[config.mk]
export PLATFORM = sky130hd
export DESIGN_NAME = aprs_packet_type_classifier
export DESIGN_NICKNAME = d
export VERILOG_FILES = /design/src/hw/rtl/aprs_pkg.sv /design/src/hw/rtl/aprs_segment.sv /design/src/hw/rtl/aprs_packet_type_classifier.sv
export SDC_FILE = /design/constraint.sdc
export NUM_CORES = 1
export LEC_CHECK = 0
export BUFFER_PORTS_ARGS = -buffer_cell sky130_fd_sc_hd__buf_2
export CORE_MARGIN = 4
export CORE_UTILIZATION = 64
export DETAILED_ROUTE_END_ITERATION = 16
export PLACE_DENSITY = 0.86
export SLEW_MARGIN = 5
export SYNTH_ARGS = -nofsm -noshare
export SYNTH_HDL_FRONTEND = slang
export SYNTH_HIERARCHICAL = 1
export SYNTH_SLANG_ARGS = --single-unit
[constraint.sdc]
create_clock -name clk -period 6.6 [get_ports clk]
set_input_delay 0.66 -clock clk [delete_from_list [all_inputs] [get_ports clk]]
set_output_delay 0.66 -clock clk [all_outputs]
set_load 0.03 [all_outputs]
[src/hw/rtl/aprs_pkg.sv]
// Shared constants and types for the APRS packet type classifier.
// No dependencies; imported by every module of the block.
`timescale 1ns / 1ps

package aprs_pkg;

    localparam int MAX_PACKET_LEN = 256;
    localparam int POS_W          = $clog2(MAX_PACKET_LEN);
    localparam int MASK_W         = 10;
    localparam int OUT_DATA_W     = 16;

    // Class mask bits
    localparam logic [MASK_W-1:0] M_POS   = 10'h001;
    localparam logic [MASK_W-1:0] M_COMP  = 10'h002;
    localparam logic [MASK_W-1:0] M_WX    = 10'h004;
    localparam logic [MASK_W-1:0] M_TLM   = 10'h008;
    localparam logic [MASK_W-1:0] M_MSG   = 10'h010;
    localparam logic [MASK_W-1:0] M_STAT  = 10'h020;
    localparam logic [MASK_W-1:0] M_QRY   = 10'h040;
    localparam logic [MASK_W-1:0] M_OBJ   = 10'h080;
    localparam logic [MASK_W-1:0] M_ITEM  = 10'h100;
    localparam logic [MASK_W-1:0] M_THIRD = 10'h200;

    // Character codes
    localparam logic [7:0] CH_NUL    = 8'h00;
    localparam logic [7:0] CH_BANG   = 8'h21;
    localparam logic [7:0] CH_HASH   = 8'h23;
    localparam logic [7:0] CH_DOLLAR = 8'h24;
    localparam logic [7:0] CH_SQUOTE = 8'h27;
    localparam logic [7:0] CH_RPAREN = 8'h29;
    localparam logic [7:0] CH_STAR   = 8'h2A;
    localparam logic [7:0] CH_SLASH  = 8'h2F;
    localparam logic [7:0] CH_COLON  = 8'h3A;
    localparam logic [7:0] CH_SEMI   = 8'h3B;
    localparam logic [7:0] CH_LT     = 8'h3C;
    localparam logic [7:0] CH_EQ     = 8'h3D;
    localparam logic [7:0] CH_GT     = 8'h3E;
    localparam logic [7:0] CH_QUERY  = 8'h3F;
    localparam logic [7:0] CH_AT     = 8'h40;
    localparam logic [7:0] CH_UP_P   = 8'h50;
    localparam logic [7:0] CH_UP_T   = 8'h54;
    localparam logic [7:0] CH_UNDER  = 8'h5F;
    localparam logic [7:0] CH_BQUOTE = 8'h60;
    localparam logic [7:0] CH_LO_G   = 8'h67;
    localparam logic [7:0] CH_LO_R   = 8'h72;
    localparam logic [7:0] CH_LO_T   = 8'h74;
    localparam logic [7:0] CH_LBRACE = 8'h7B;
    localparam logic [7:0] CH_RBRACE = 8'h7D;

    // Request from the top level to the segment tracker
    typedef struct packed {
        logic       take;
        logic [7:0] data;
        logic       flush;
    } seg_cmd_t;

    // Segment tracker status back to the top level
    typedef struct packed {
        logic              split;
        logic [MASK_W-1:0] flags;
    } seg_status_t;

endpackage

[src/hw/rtl/aprs_segment.sv]
// Segment tracker: per-segment state and classification of one byte per cycle while take is set.
// Depends on aprs_pkg.
`timescale 1ns / 1ps

module aprs_segment
(
    input  logic                  clk,
    input  logic                  rst_n,
    input  aprs_pkg::seg_cmd_t    cmd,
    output aprs_pkg::seg_status_t status
);
    import aprs_pkg::*;

    typedef struct packed {
        logic [POS_W-1:0]  pos;
        logic [7:0]        type_char;
        logic [MASK_W-1:0] flags;
        logic [3:0]        letters;
        logic [3:0]        kw;
        logic              colon9;
        logic              await_colon;
    } seg_state_t;

    localparam seg_state_t SEG_RESET = '{
        pos: '0, type_char: 8'h00, flags: '0, letters: 4'h0,
        kw: 4'hF, colon9: 1'b0, await_colon: 1'b0
    };
    localparam logic [POS_W-1:0] POS_MAX = POS_W'(MAX_PACKET_LEN - 1);

    // Keyword letters, row per keyword: PARM, UNIT, EQNS, BITS
    localparam logic [7:0] KW_TAB [4][4] = '{
        '{8'h50, 8'h41, 8'h52, 8'h4D},
        '{8'h55, 8'h4E, 8'h49, 8'h54},
        '{8'h45, 8'h51, 8'h4E, 8'h53},
        '{8'h42, 8'h49, 8'h54, 8'h53}
    };

    function automatic logic [MASK_W-1:0] flags_of_type(input logic [7:0] c);
        logic [MASK_W-1:0] f;
        begin
            unique case (c) inside
                CH_DOLLAR:                         f = M_POS;
                CH_SQUOTE, CH_BQUOTE:              f = M_POS | M_COMP;
                CH_BANG, CH_EQ, CH_SLASH, CH_AT:   f = M_POS;
                CH_LBRACE, CH_LT, CH_GT:           f = M_STAT;
                CH_QUERY:                          f = M_QRY;
                CH_SEMI:                           f = M_OBJ;
                CH_RPAREN:                         f = M_ITEM;
                CH_RBRACE:                         f = M_THIRD;
                CH_UP_T:                           f = M_TLM;
                CH_HASH, CH_STAR, CH_UNDER:        f = M_WX;
                default:                           f = '0;
            endcase
            return f;
        end
    endfunction

    function automatic logic seg_is_pos(input logic [7:0] c);
        return (c == CH_BANG) || (c == CH_EQ) || (c == CH_SLASH) || (c == CH_AT);
    endfunction

    function automatic logic [MASK_W-1:0] seg_result(input seg_state_t s);
        logic [MASK_W-1:0] f;
        begin
            f = s.flags;
            if (seg_is_pos(s.type_char) && (s.letters == 4'hF))
                f = f | M_WX;
            if (s.type_char == CH_COLON)
            begin
                if (s.colon9 && (s.kw != 4'h0) && (s.pos >= POS_W'(15)))
                    f = f | M_TLM;
                else
                    f = f | M_MSG;
            end
            if (s.pos == '0)
                f = '0;
            return f;
        end
    endfunction

    seg_state_t       seg_reg;
    seg_state_t       seg_next;
    seg_state_t       seg_upd;
    logic             split;
    logic [POS_W-1:0] p;
    logic [7:0]       c;
    logic [7:0]       b;
    logic [1:0]       kw_idx;

    always_comb
    begin
        p       = seg_reg.pos;
        c       = seg_reg.type_char;
        b       = cmd.data;
        kw_idx  = 2'(p - POS_W'(11));
        seg_upd = seg_reg;
        split   = 1'b0;

        if (cmd.take)
        begin
            if (p == '0)
            begin
                seg_upd.type_char   = b;
                seg_upd.flags       = flags_of_type(b);
                seg_upd.await_colon = (b == CH_RBRACE);
            end
            else if (seg_reg.await_colon && (b == CH_COLON))
            begin
                // third-party header ends here; inner segment starts next byte
                split = 1'b1;
            end
            else
            begin
                if (b == CH_LO_R) seg_upd.letters[0] = 1'b1;
                if (b == CH_LO_G) seg_upd.letters[1] = 1'b1;
                if (b == CH_LO_T) seg_upd.letters[2] = 1'b1;
                if (b == CH_UP_P) seg_upd.letters[3] = 1'b1;

                if (b == CH_UNDER)
                begin
                    if (((c == CH_BANG) || (c == CH_EQ)) &&
                        ((p == POS_W'(11)) || (p == POS_W'(17)) ||
                         (p == POS_W'(19)) || (p == POS_W'(26))))
                        seg_upd.flags = seg_upd.flags | M_WX;
                    if (((c == CH_SLASH) || (c == CH_AT)) &&
                        ((p == POS_W'(17)) || (p == POS_W'(26))))
                        seg_upd.flags = seg_upd.flags | M_WX;
                    if ((c == CH_SEMI) && (p == POS_W'(36)))
                        seg_upd.flags = seg_upd.flags | M_WX;
                end

                if (c == CH_COLON)
                begin
                    if ((p == POS_W'(10)) && (b == CH_COLON))
                        seg_upd.colon9 = 1'b1;
                    if ((p >= POS_W'(11)) && (p <= POS_W'(14)))
                    begin
                        for (int j = 0; j < 4; j++)
                        begin
                            if (KW_TAB[j][kw_idx] != b)
                                seg_upd.kw[j] = 1'b0;
                        end
                    end
                end
            end

            // saturate past every checked offset
            if (!split && (p != POS_MAX))
                seg_upd.pos = p + POS_W'(1);
        end

        status.split = split;
        status.flags = split ? seg_result(seg_reg) : seg_result(seg_upd);
        seg_next     = (split || cmd.flush) ? SEG_RESET : seg_upd;
    end

    always_ff @(posedge clk or negedge rst_n)
    begin
        if (!rst_n)
            seg_reg <= SEG_RESET;
        else
            seg_reg <= seg_next;
    end

endmodule

[src/hw/rtl/aprs_packet_type_classifier.sv]
// APRS packet type classifier, top level: stream ports, input and result registers.
// Result path: the last byte passes the input register, then its class mask is captured in the result register.
// Throughput: one byte per cycle; the input register drains every cycle unless a
// last byte meets a result still waiting downstream.
// Reset: rst_n asynchronous, active low; clears all segment state and empties both registers.
// Depends on aprs_pkg and aprs_segment.
`timescale 1ns / 1ps

module aprs_packet_type_classifier
(
    input  logic                            clk,
    input  logic                            rst_n,
    input  logic                            s_axis_tvalid,
    output logic                            s_axis_tready,
    input  logic [7:0]                      s_axis_tdata,  // [7:0] packet_byte
    input  logic                            s_axis_tlast,  // last_byte
    output logic                            m_axis_tvalid,
    input  logic                            m_axis_tready,
    output logic [aprs_pkg::OUT_DATA_W-1:0] m_axis_tdata   // [9:0] class_mask, [15:10] zero
);
    import aprs_pkg::*;

    logic              in_valid_reg;
    logic              in_valid_next;
    logic [7:0]        in_byte_reg;
    logic              in_last_reg;
    logic              ended_reg;
    logic              ended_next;
    logic [MASK_W-1:0] outer_reg;
    logic [MASK_W-1:0] outer_next;
    logic              out_valid_reg;
    logic              out_valid_next;
    logic [MASK_W-1:0] out_mask_reg;
    logic              in_accept;
    logic              proceed;
    logic              finish;
    logic [MASK_W-1:0] combined;
    seg_cmd_t          cmd;
    seg_status_t       status;

    // a last byte waits only while the result register is full and stalled
    assign proceed   = in_valid_reg && (!in_last_reg || !out_valid_reg || m_axis_tready);
    assign finish    = proceed && in_last_reg;
    assign s_axis_tready = !in_valid_reg || proceed;
    assign in_accept = s_axis_tvalid && s_axis_tready;

    assign cmd.take  = proceed && !ended_reg && (in_byte_reg != CH_NUL);
    assign cmd.data  = in_byte_reg;
    assign cmd.flush = finish;

    aprs_segment u_segment
    (
        .clk    (clk),
        .rst_n  (rst_n),
        .cmd    (cmd),
        .status (status)
    );

    assign combined = outer_reg | status.flags;

    always_comb
    begin
        in_valid_next = in_accept ? 1'b1 : (proceed ? 1'b0 : in_valid_reg);

        outer_next = outer_reg;
        if (finish)
            outer_next = '0;
        else if (status.split)
            outer_next = combined;

        ended_next = ended_reg;
        if (finish)
            ended_next = 1'b0;
        else if (proceed && (in_byte_reg == CH_NUL))
            ended_next = 1'b1;

        out_valid_next = finish ? 1'b1 : (m_axis_tready ? 1'b0 : out_valid_reg);
    end

    always_ff @(posedge clk or negedge rst_n)
    begin
        if (!rst_n)
        begin
            in_valid_reg  <= 1'b0;
            ended_reg     <= 1'b0;
            outer_reg     <= '0;
            out_valid_reg <= 1'b0;
        end
        else
        begin
            in_valid_reg  <= in_valid_next;
            ended_reg     <= ended_next;
            outer_reg     <= outer_next;
            out_valid_reg <= out_valid_next;
        end
    end

    always_ff @(posedge clk)
    begin
        if (in_accept)
        begin
            in_byte_reg <= s_axis_tdata;
            in_last_reg <= s_axis_tlast;
        end
        if (finish)
            out_mask_reg <= combined;
    end

    assign m_axis_tvalid = out_valid_reg;
    assign m_axis_tdata  = {(OUT_DATA_W - MASK_W)'(0), out_mask_reg};

endmodule

==> results by group, run 1 <==
Outcome
  • Status: complete, no violations

Detailed routing
  • Met1 WL: ~4200 um
  • WL met2: around 4700 um
  • Via-per-instance ratio: between 6 and 7
  • Vias after detailed routing: ~3.6k
  • First drt pass iteration count: 5
  • WL final: 10000 um
  • DRC viols: 0
  • Post-DRT Antenna Nets: 0
  • Wire length per cell: approximately 19 um
  • Starting DRT DRC Count: approximately 500
  • Uppermost layer routed: met4
  • Met3 routed WL: 856 um

Clock network
  • Worst skew pair latency: 330 ps
  • Hold buffers post-CTS: 0
  • CTS Sinks: between 60 and 70
  • # resized after CTS: 0
  • H-Tree Level Count: 3
  • Post-CTS setup buffers: 0
  • CTS Buffer Depth: 2
  • CTS root buf: clkbuf_8
  • CTS tree: yes
  • Num CTS Buffers: 9
  • Clock transition at path regs: roughly 80 ps

Power and ir drop
  • Power Density: 309 mW/mm2
  • Leakage Power: 1.85 nW
  • Maximum VDD drop: 0.172 mV

Final layout
  • Final net count: 480
  • Max FFs per register: 20
  • Area grow syn2layout: 7.11%
  • Fillcell total: ~450
  • Ant. Diodes: 0
  • Layout cells sized above 1: 0.166
  • Final Util: 0.724

Yosys
  • Post-synthesis sequential area ratio: 0.438
  • Async set or reset register ratio after synthesis: 0.721
  • Area contributors post-synth: dfrtp_1 (27%), edfxtp_1 (14%), nor2_1 (4.6%), nand2_1 (4.1%), a21oi_1 (4.0%)
  • Post-Synthesis Cell Area: about 0.004 mm2
  • Flops & latches, synth: 68
  • Top-area cell type share of the netlist area: 0.273
  • Post-synth EDFFs: 19
  • Post-synthesis instance total: between 400 and 500
  • Count leader, synth: nor2_1
  • Yosys top cell by area: dfrtp_1
  • Mean post-synth cell area: about 9 um2
  • Unique masters post-synth: slightly below 70
  • Ys flop type: dfrtp_1
  • Synth warn: 6
  • Most instantiated cells after synthesis: nor2_1 (51), dfrtp_1 (45), nand2_1 (45)

Setup path
  • Worst path bufs/invs: 0
  • Flop2flop setup slack: about 2200 ps
  • Crit Path Max Fanout: 24
  • WS Path Type: register to register
  • Crit path DAT: 4510 ps
  • Worst Setup End Kind: register
  • Max stage delay on crit path: 840 ps
  • Req. time, crit path: roughly 6700 ps
  • Slowest stage cell, crit path: edfxtp_1
  • Worst setup SP type: register
  • Crit-path leading delay family: simple AND/OR/NAND/NOR gates
  • CP cell instances: nor4_1, and2_2, a2111oi_4, nand2_1, or3_1, nor4b_1, o2bb2ai_1, a21oi_4, nor2_1, a22o_1, or2_2

Timing
  • Max-slew headroom: 0.266
  • Setup violators final: 0
  • Hold Vio Cnt, Final: 0
  • Max-slew violation count: 0
  • Actual slew at the worst max-slew pin: approximately 1100 ps
  • Fin Clk Skew: 6.81 ps
  • Tcrit/Tclk final: 0.670
  • Setup total negative slack: 0 ps
  • Minimum clock period: ~4400 ps
  • RSZ-0062 raised after global routing: no
  • Fmax achieved: ~230 MHz

Placement
  • GP Congestion: slightly below 1
  • Number of port buffers: 24
  • DP Wirelength: around 6700 um

Global routing
  • Initial antenna violation count: 0
  • Number of global-route vias before repair: roughly 3.3k
  • Largest net degree at the start of global routing: 50
  • Gr ovfl total: 0
  • GRT Total Usage: 0.269
  • First-pass GRT wire length: approximately 16000 um

Die
  • Rows: 28
  • Die width: roughly 88 um
  • Core area: around 0.0061 mm2
  • I/O pins: 31
  • Die area: ~0.0078 mm2
  • Starting Density: 0.675
  • Die Span Y: 88.2 um

Worst hold path
  • Path type of the worst min-delay path: input port to register

Flow run
  • Max-cap viol count: 0
cell families after synthesis:
family | Yosys count | synth area share
AOI/OAI and AO/OA | 99 | 0.165
xor gates and xnor gates | 18 | 0.0383
DFF | 68 | 0.438
buffers and inverters | 49 | 0.0565
adders and majority gates | 7 | 0.0213
other | 1 | 0.000911
muxes | 4 | 0.0106
and+or+nand+nor | 209 | 0.270
through the flow:
step	hold WS (ps)	setup slack [ps]	cells	cell area, um2	power, W
5_1_grt	482	2040	540	4410	0.00143
3_5_place_dp	482	2350	524	4180	0.000973
3_3_place_gp	468	2490	524	4180	0.000952
2_1_floorplan	364	3310	460	4140	0.000873
4_1_cts	486	2310	540	4410	0.00135
6_report	496	2180	540	4410	0.00136
cells in the final DEF (no fill, tap or decap), drive strengths merged, types with 6 or more instances in the layout:
cell type / synthesis / final
nor2: 52 / 52
nand2: 45 / 45
dfrtp: 45 / 45
a21oi: 34 / 34
buf: 17 / 27
edfxtp: 19 / 19
o21ai: 18 / 18
nor3: 17 / 17
nand3: 14 / 14
nor4: 14 / 14
or2: 13 / 13
xnor2: 12 / 12
inv: 11 / 12
clkbuf: 21 / 12
nand2b: 10 / 10
a31oi: 10 / 10
and3: 8 / 8
a22o: 7 / 7
ha: 7 / 7
or4: 7 / 7
conb: 1 / 6
xor2: 6 / 6
final timing paths:
path / depth (start not counted) / start / end
setup / recovery: 11 / in_byte_reg[0]$_DFFE_PP_ / out_mask_reg[8]$_DFFE_PP_
hold / removal: 1 / s_axis_tdata[2] / in_byte_reg[2]$_DFFE_PP_
setup reg to reg: 11 / in_byte_reg[0]$_DFFE_PP_ / out_mask_reg[8]$_DFFE_PP_
hold reg to reg: 2 / outer_reg[9]$_DFFE_PN0P_ / outer_reg[9]$_DFFE_PN0P_
max in group asynchronous: 1 / rst_n / u_segment/c[0]$_DFF_PN0_
min in group asynchronous: 1 / rst_n / u_segment/p[2]$_DFF_PN0_
where the power goes:
| part | internal [W] | switching [W] | leakage [nW] | total, W |
|---|---|---|---|---|
| logic | 0.000154 | 0.000263 | 0.893 | 0.000416 |
| registers | 0.000478 | 0.0000856 | 0.840 | 0.000564 |
| clock network | 0.000220 | 0.000165 | 0.118 | 0.000384 |
| total | 0.000852 | 0.000513 | 1.85 | 0.00136 |
per-layer routing:
layer | GRT usage | vias to the layer above
met5 | 0 | -
met4 | 0.118 | 0
met3 | 0.0447 | 34
met2 | 0.418 | 246
met1 | 0.375 | 1689
li1 | - | 1641
area by class of cell:
class                      instances  area (um2)  area share
timing repair buffer              27         143      0.0323
sequential                        68        1800       0.409
clock inverter                     4        52.6      0.0119
tap                               75        93.8      0.0213
clock buffer                      12         176      0.0400
inverter                          11        41.3     0.00936
multi-input combinational        343        2100       0.477
Power figures use the tool's default switching activity.
==> run 2, diff against run 1 <==
- ABC_AREA: not set -> 1
- CORE_UTILIZATION: 64 -> 61
- PLACE_DENSITY: 0.86 -> 0.83
- clock period: 6.6 -> 4.4 ns (I/O delays scaled with it)
==> run 2 against run 1 <==
Net effect:
- flip-flop and latch count is the same
- clock-buffer cell count down 1
- combinational power grew 60%
- first-iteration DRC count is 23% lower
- critical path type unchanged
- critical endpoint is now outer_reg[2]$_DFFE_PN0P_
- highest routed layer unchanged
==> results by group, run 2 <==
Setup path
  • Flop2flop setup slack: 1360 ps (-810 ps)
  • Req. time, crit path: 4680 ps (-2010 ps)
  • Crit Path Max Fanout: 27 (+13%)
  • WS Path Type: register to register
  • Crit path DAT: 3320 ps (-1190 ps)
  • Worst Setup End Kind: register
  • Crit-path leading delay family: simple AND/OR/NAND/NOR gates
  • Reg2reg start: in_byte_reg[1]$_DFFE_PP_
  • FF-to-FF End: outer_reg[2]$_DFFE_PN0P_
  • Worst path bufs/invs: 4 (+4)
  • Slowest stage cell, crit path: edfxtp_1
  • Max stage delay on crit path: 560 ps (-280 ps)
  • Crit-path most repeated cell: nand2_1
  • CP cell instances: nor2_1, nand2_1, nor2_1, nor2_1, buf_4, nand2_2, nor2_4, nand2_1, o21ai_1, inv_1, nand2_1, nand3_1, nor2_1, nand3_1, nand2_1, nand2_1, o21ai_1, inv_1, o21ai_0, nand2_1, inv_1
  • Worst setup SP type: register
  • R2R cell count: 21 (+10)

Yosys
  • Area contributors post-synth: dfrtp_1 (27%), edfxtp_1 (13%), nand2_1 (12%), inv_1 (8.7%), nor2_1 (6.8%)
  • Main combinational cell family by area after synthesis: simple AND/OR/NAND/NOR gates
  • Xor-xnor portion of the synthesized cell area: 0.0245 (-0.0138)
  • Fraction of the mapped netlist area in simple logic gates: 0.311 (+0.0404)
  • Mean post-synth cell area: 7.42 um2 (-18%)
  • Post-synth EDFFs: 19 (unchanged)
  • Post-synthesis sequential area ratio: 0.425 (-0.0125)
  • Flops & latches, synth: 68 (unchanged)
  • Synth warn: 6 (unchanged)
  • Most instantiated cells after synthesis: nand2_1 (134), inv_1 (98), nor2_1 (77)
  • Synth Area in Compound Gates: 0.0912 (-0.0735)
  • Post-synthesis mux area share: 0 (-0.0106)
  • Post-Synthesis Cell Area: 0.00424 mm2 (+2.9%)
  • Post-synthesis instance total: 571 (+25%)
  • Async set or reset register ratio after synthesis: 0.721 (unchanged)
  • Count leader, synth: nand2_1
  • Synthesized-area fraction occupied by adder cells: 0.0207 (-0.000609)
  • Unique masters post-synth: 44 (-35%)
  • Yosys top cell by area: dfrtp_1
  • Ys flop type: dfrtp_1
  • Top-area cell type share of the netlist area: 0.266 (-0.00783)

Timing
  • Setup violators final: 0 (unchanged)
  • Actual slew at the worst max-slew pin: 1060 ps (-36.3 ps)
  • RSZ-0062 raised after global routing: no
  • Hold Vio Cnt, Final: 0 (unchanged)
  • Setup total negative slack: 0 ps (unchanged)
  • Setup ws final: 1360 ps (-812 ps)
  • Max-slew headroom: 0.290 (+0.0242)
  • Fmax achieved: 329 MHz (+46%)
  • Tcrit/Tclk final: 0.690 (+0.0198)
  • Minimum clock period: 3040 ps (-1390 ps)
  • Max-slew violation count: 0 (unchanged)
  • Fin Clk Skew: 10.8 ps (+3.99 ps)

Global routing
  • Largest net degree at the start of global routing: 50 (unchanged)
  • First-pass GRT wire length: 16200 um (-0.42%)
  • GRT Total Usage: 0.242 (-0.0275)
  • Number of global-route vias before repair: 3506 (+6.1%)
  • Gr ovfl total: 0 (unchanged)
  • Initial antenna violation count: 0 (unchanged)

Worst hold path
  • Hold path cells: 1 (unchanged)
  • HP Start: s_axis_tdata[5]
  • Hold endpoint: in_byte_reg[5]$_DFFE_PP_
  • Path type of the worst min-delay path: input port to register

Detailed routing
  • Starting DRT DRC Count: 373 (-23%)
  • First drt pass iteration count: 6 (+1)
  • DRC viols: 0 (unchanged)
  • Vias after detailed routing: 3739 (+3.6%)
  • Via-per-instance ratio: 5.52 (-17%)
  • Wire length per cell: 14.2 um (-23%)
  • Post-DRT Antenna Nets: 0 (unchanged)
  • WL final: 9640 um (-3.6%)

Clock network
  • Post-CTS setup buffers: 0 (unchanged)
  • CTS Sinks: 68 (unchanged)
  • CTS Buffer Depth: 2 (unchanged)
  • # resized after CTS: 0 (unchanged)
  • Worst skew pair latency: 340 ps (about the same)
  • Hold buffers post-CTS: 0 (unchanged)
  • H-Tree Level Count: 3 (unchanged)
  • Num CTS Buffers: 9 (unchanged)
  • CTS root buf: clkbuf_8
  • Clock transition at path regs: 80 ps (about the same)
  • CTS tree: yes

Die
  • Die area: 0.00835 mm2 (+7.3%)
  • Die width: 91.4 um (+3.6%)
  • Starting Density: 0.627 (-0.0481)
  • I/O pins: 31 (unchanged)
  • Die Span Y: 91.4 um (+3.6%)
  • Rows: 30 (+7.1%)
  • Core area: 0.00676 mm2 (+11%)

Placement
  • Number of port buffers: 24 (unchanged)
  • GP Congestion: 0.993 (+1.9%)
  • DP Worst Slack: 1420 ps (-937 ps)
  • # placed instances: 661 (+26%)
  • DP Wirelength: 7210 um (+7.1%)

Power and ir drop
  • Leakage Power: 2.24 nW (+21%)
  • PnR Total Power: 0.00206 W (+51%)
  • Power Density: 451 mW/mm2 (+46%)
  • Maximum VDD drop: 0.286 mV (+66%)

Final layout
  • Final Util: 0.676 (-0.0480)
  • Commonest cells after routing, fill and taps aside: nand2_1 (134), inv_1 (98), nor2_1 (77), dfrtp_1 (45), o21ai_0 (29)
  • Fillcell total: 594 (+31%)
  • Max FFs per register: 20 (unchanged)
  • Fin cells: 677 (+25%)
  • Area grow syn2layout: 7.67%
  • Final net count: 612 (+28%)
  • Multi-input gate area: 0.00192 mm2 (-8.8%)
  • Layout cells sized above 1: 0.127 (-0.0383)
  • Most common cell after layout, fill and taps aside: nand2_1
  • Reg area: 0.00180 mm2 (unchanged)
  • Ant. Diodes: 0 (unchanged)

Flow run
  • Max-cap viol count: 0 (unchanged)

Outcome
  • Status: complete, no violations
[run 2: how the worst max path moves through the flow]
stage	startpoint	end	slack [ps]	cells after the start
after floorplan	m_axis_tvalid$_DFFE_PN0P_	outer_reg[4]$_DFFE_PN0P_	1790	24
after global routing	in_byte_reg[1]$_DFFE_PP_	outer_reg[2]$_DFFE_PN0P_	1000	21
after global placement	m_axis_tready	outer_reg[2]$_DFFE_PN0P_	1490	22
final	in_byte_reg[1]$_DFFE_PP_	outer_reg[2]$_DFFE_PN0P_	1360	21
after detailed placement	m_axis_tready	outer_reg[3]$_DFFE_PN0P_	1420	20
after CTS	in_byte_reg[1]$_DFFE_PP_	outer_reg[4]$_DFFE_PN0P_	1370	19
[run 2: logic make-up after synthesis]
group	count (synthesis)
other cells	1
compound gates	67
simple gates	292
fa+ha+maj	7
buf+inv	125
flops	68
xor+xnor	11
[run 2: worst register-to-register path, cell delays in order, from the launching register on]
cell and delay, ps:
edfxtp_1 560, nor2_1 90, nand2_1 70, nor2_1 40
nor2_1 100, buf_4 190, nand2_2 100, nor2_4 430
nand2_1 120, o21ai_1 190, inv_1 130, nand2_1 100
nand3_1 80, nor2_1 120, nand3_1 110, nand2_1 80
nand2_1 50, o21ai_1 60, inv_1 70, o21ai_0 160
nand2_1 70, inv_1 50
[run 2: layout make-up]
type	count	area share
multi-input combinational	383	0.420
sequential	68	0.395
inverter	105	0.0863
clock buffer	11	0.0310
timing repair buffer	25	0.0280
tap	80	0.0219
clock inverter	5	0.0181
[run 2: per-layer routing]
metal,global-route usage,wire length (um)
met2,0.397,4530
met3,0.0298,580
met1,0.329,4350
met5,0,0
met4,0.0879,178
[run 2: power breakdown]
group | total [W] | internal [W] | switching, W | leakage (nW)
combinational | 0.000667 | 0.000214 | 0.000454 | 1.29
clock | 0.000583 | 0.000338 | 0.000245 | 0.114
sequential | 0.000808 | 0.000727 | 0.0000811 | 0.835
total | 0.00206 | 0.00128 | 0.000780 | 2.24
[run 2: stage by stage]
step,hold WS [ps],instance area (um2)
2_1_floorplan,144,4260
3_3_place_gp,481,4340
3_5_place_dp,487,4340
4_1_cts,263,4560
5_1_grt,255,4560
6_report,270,4560
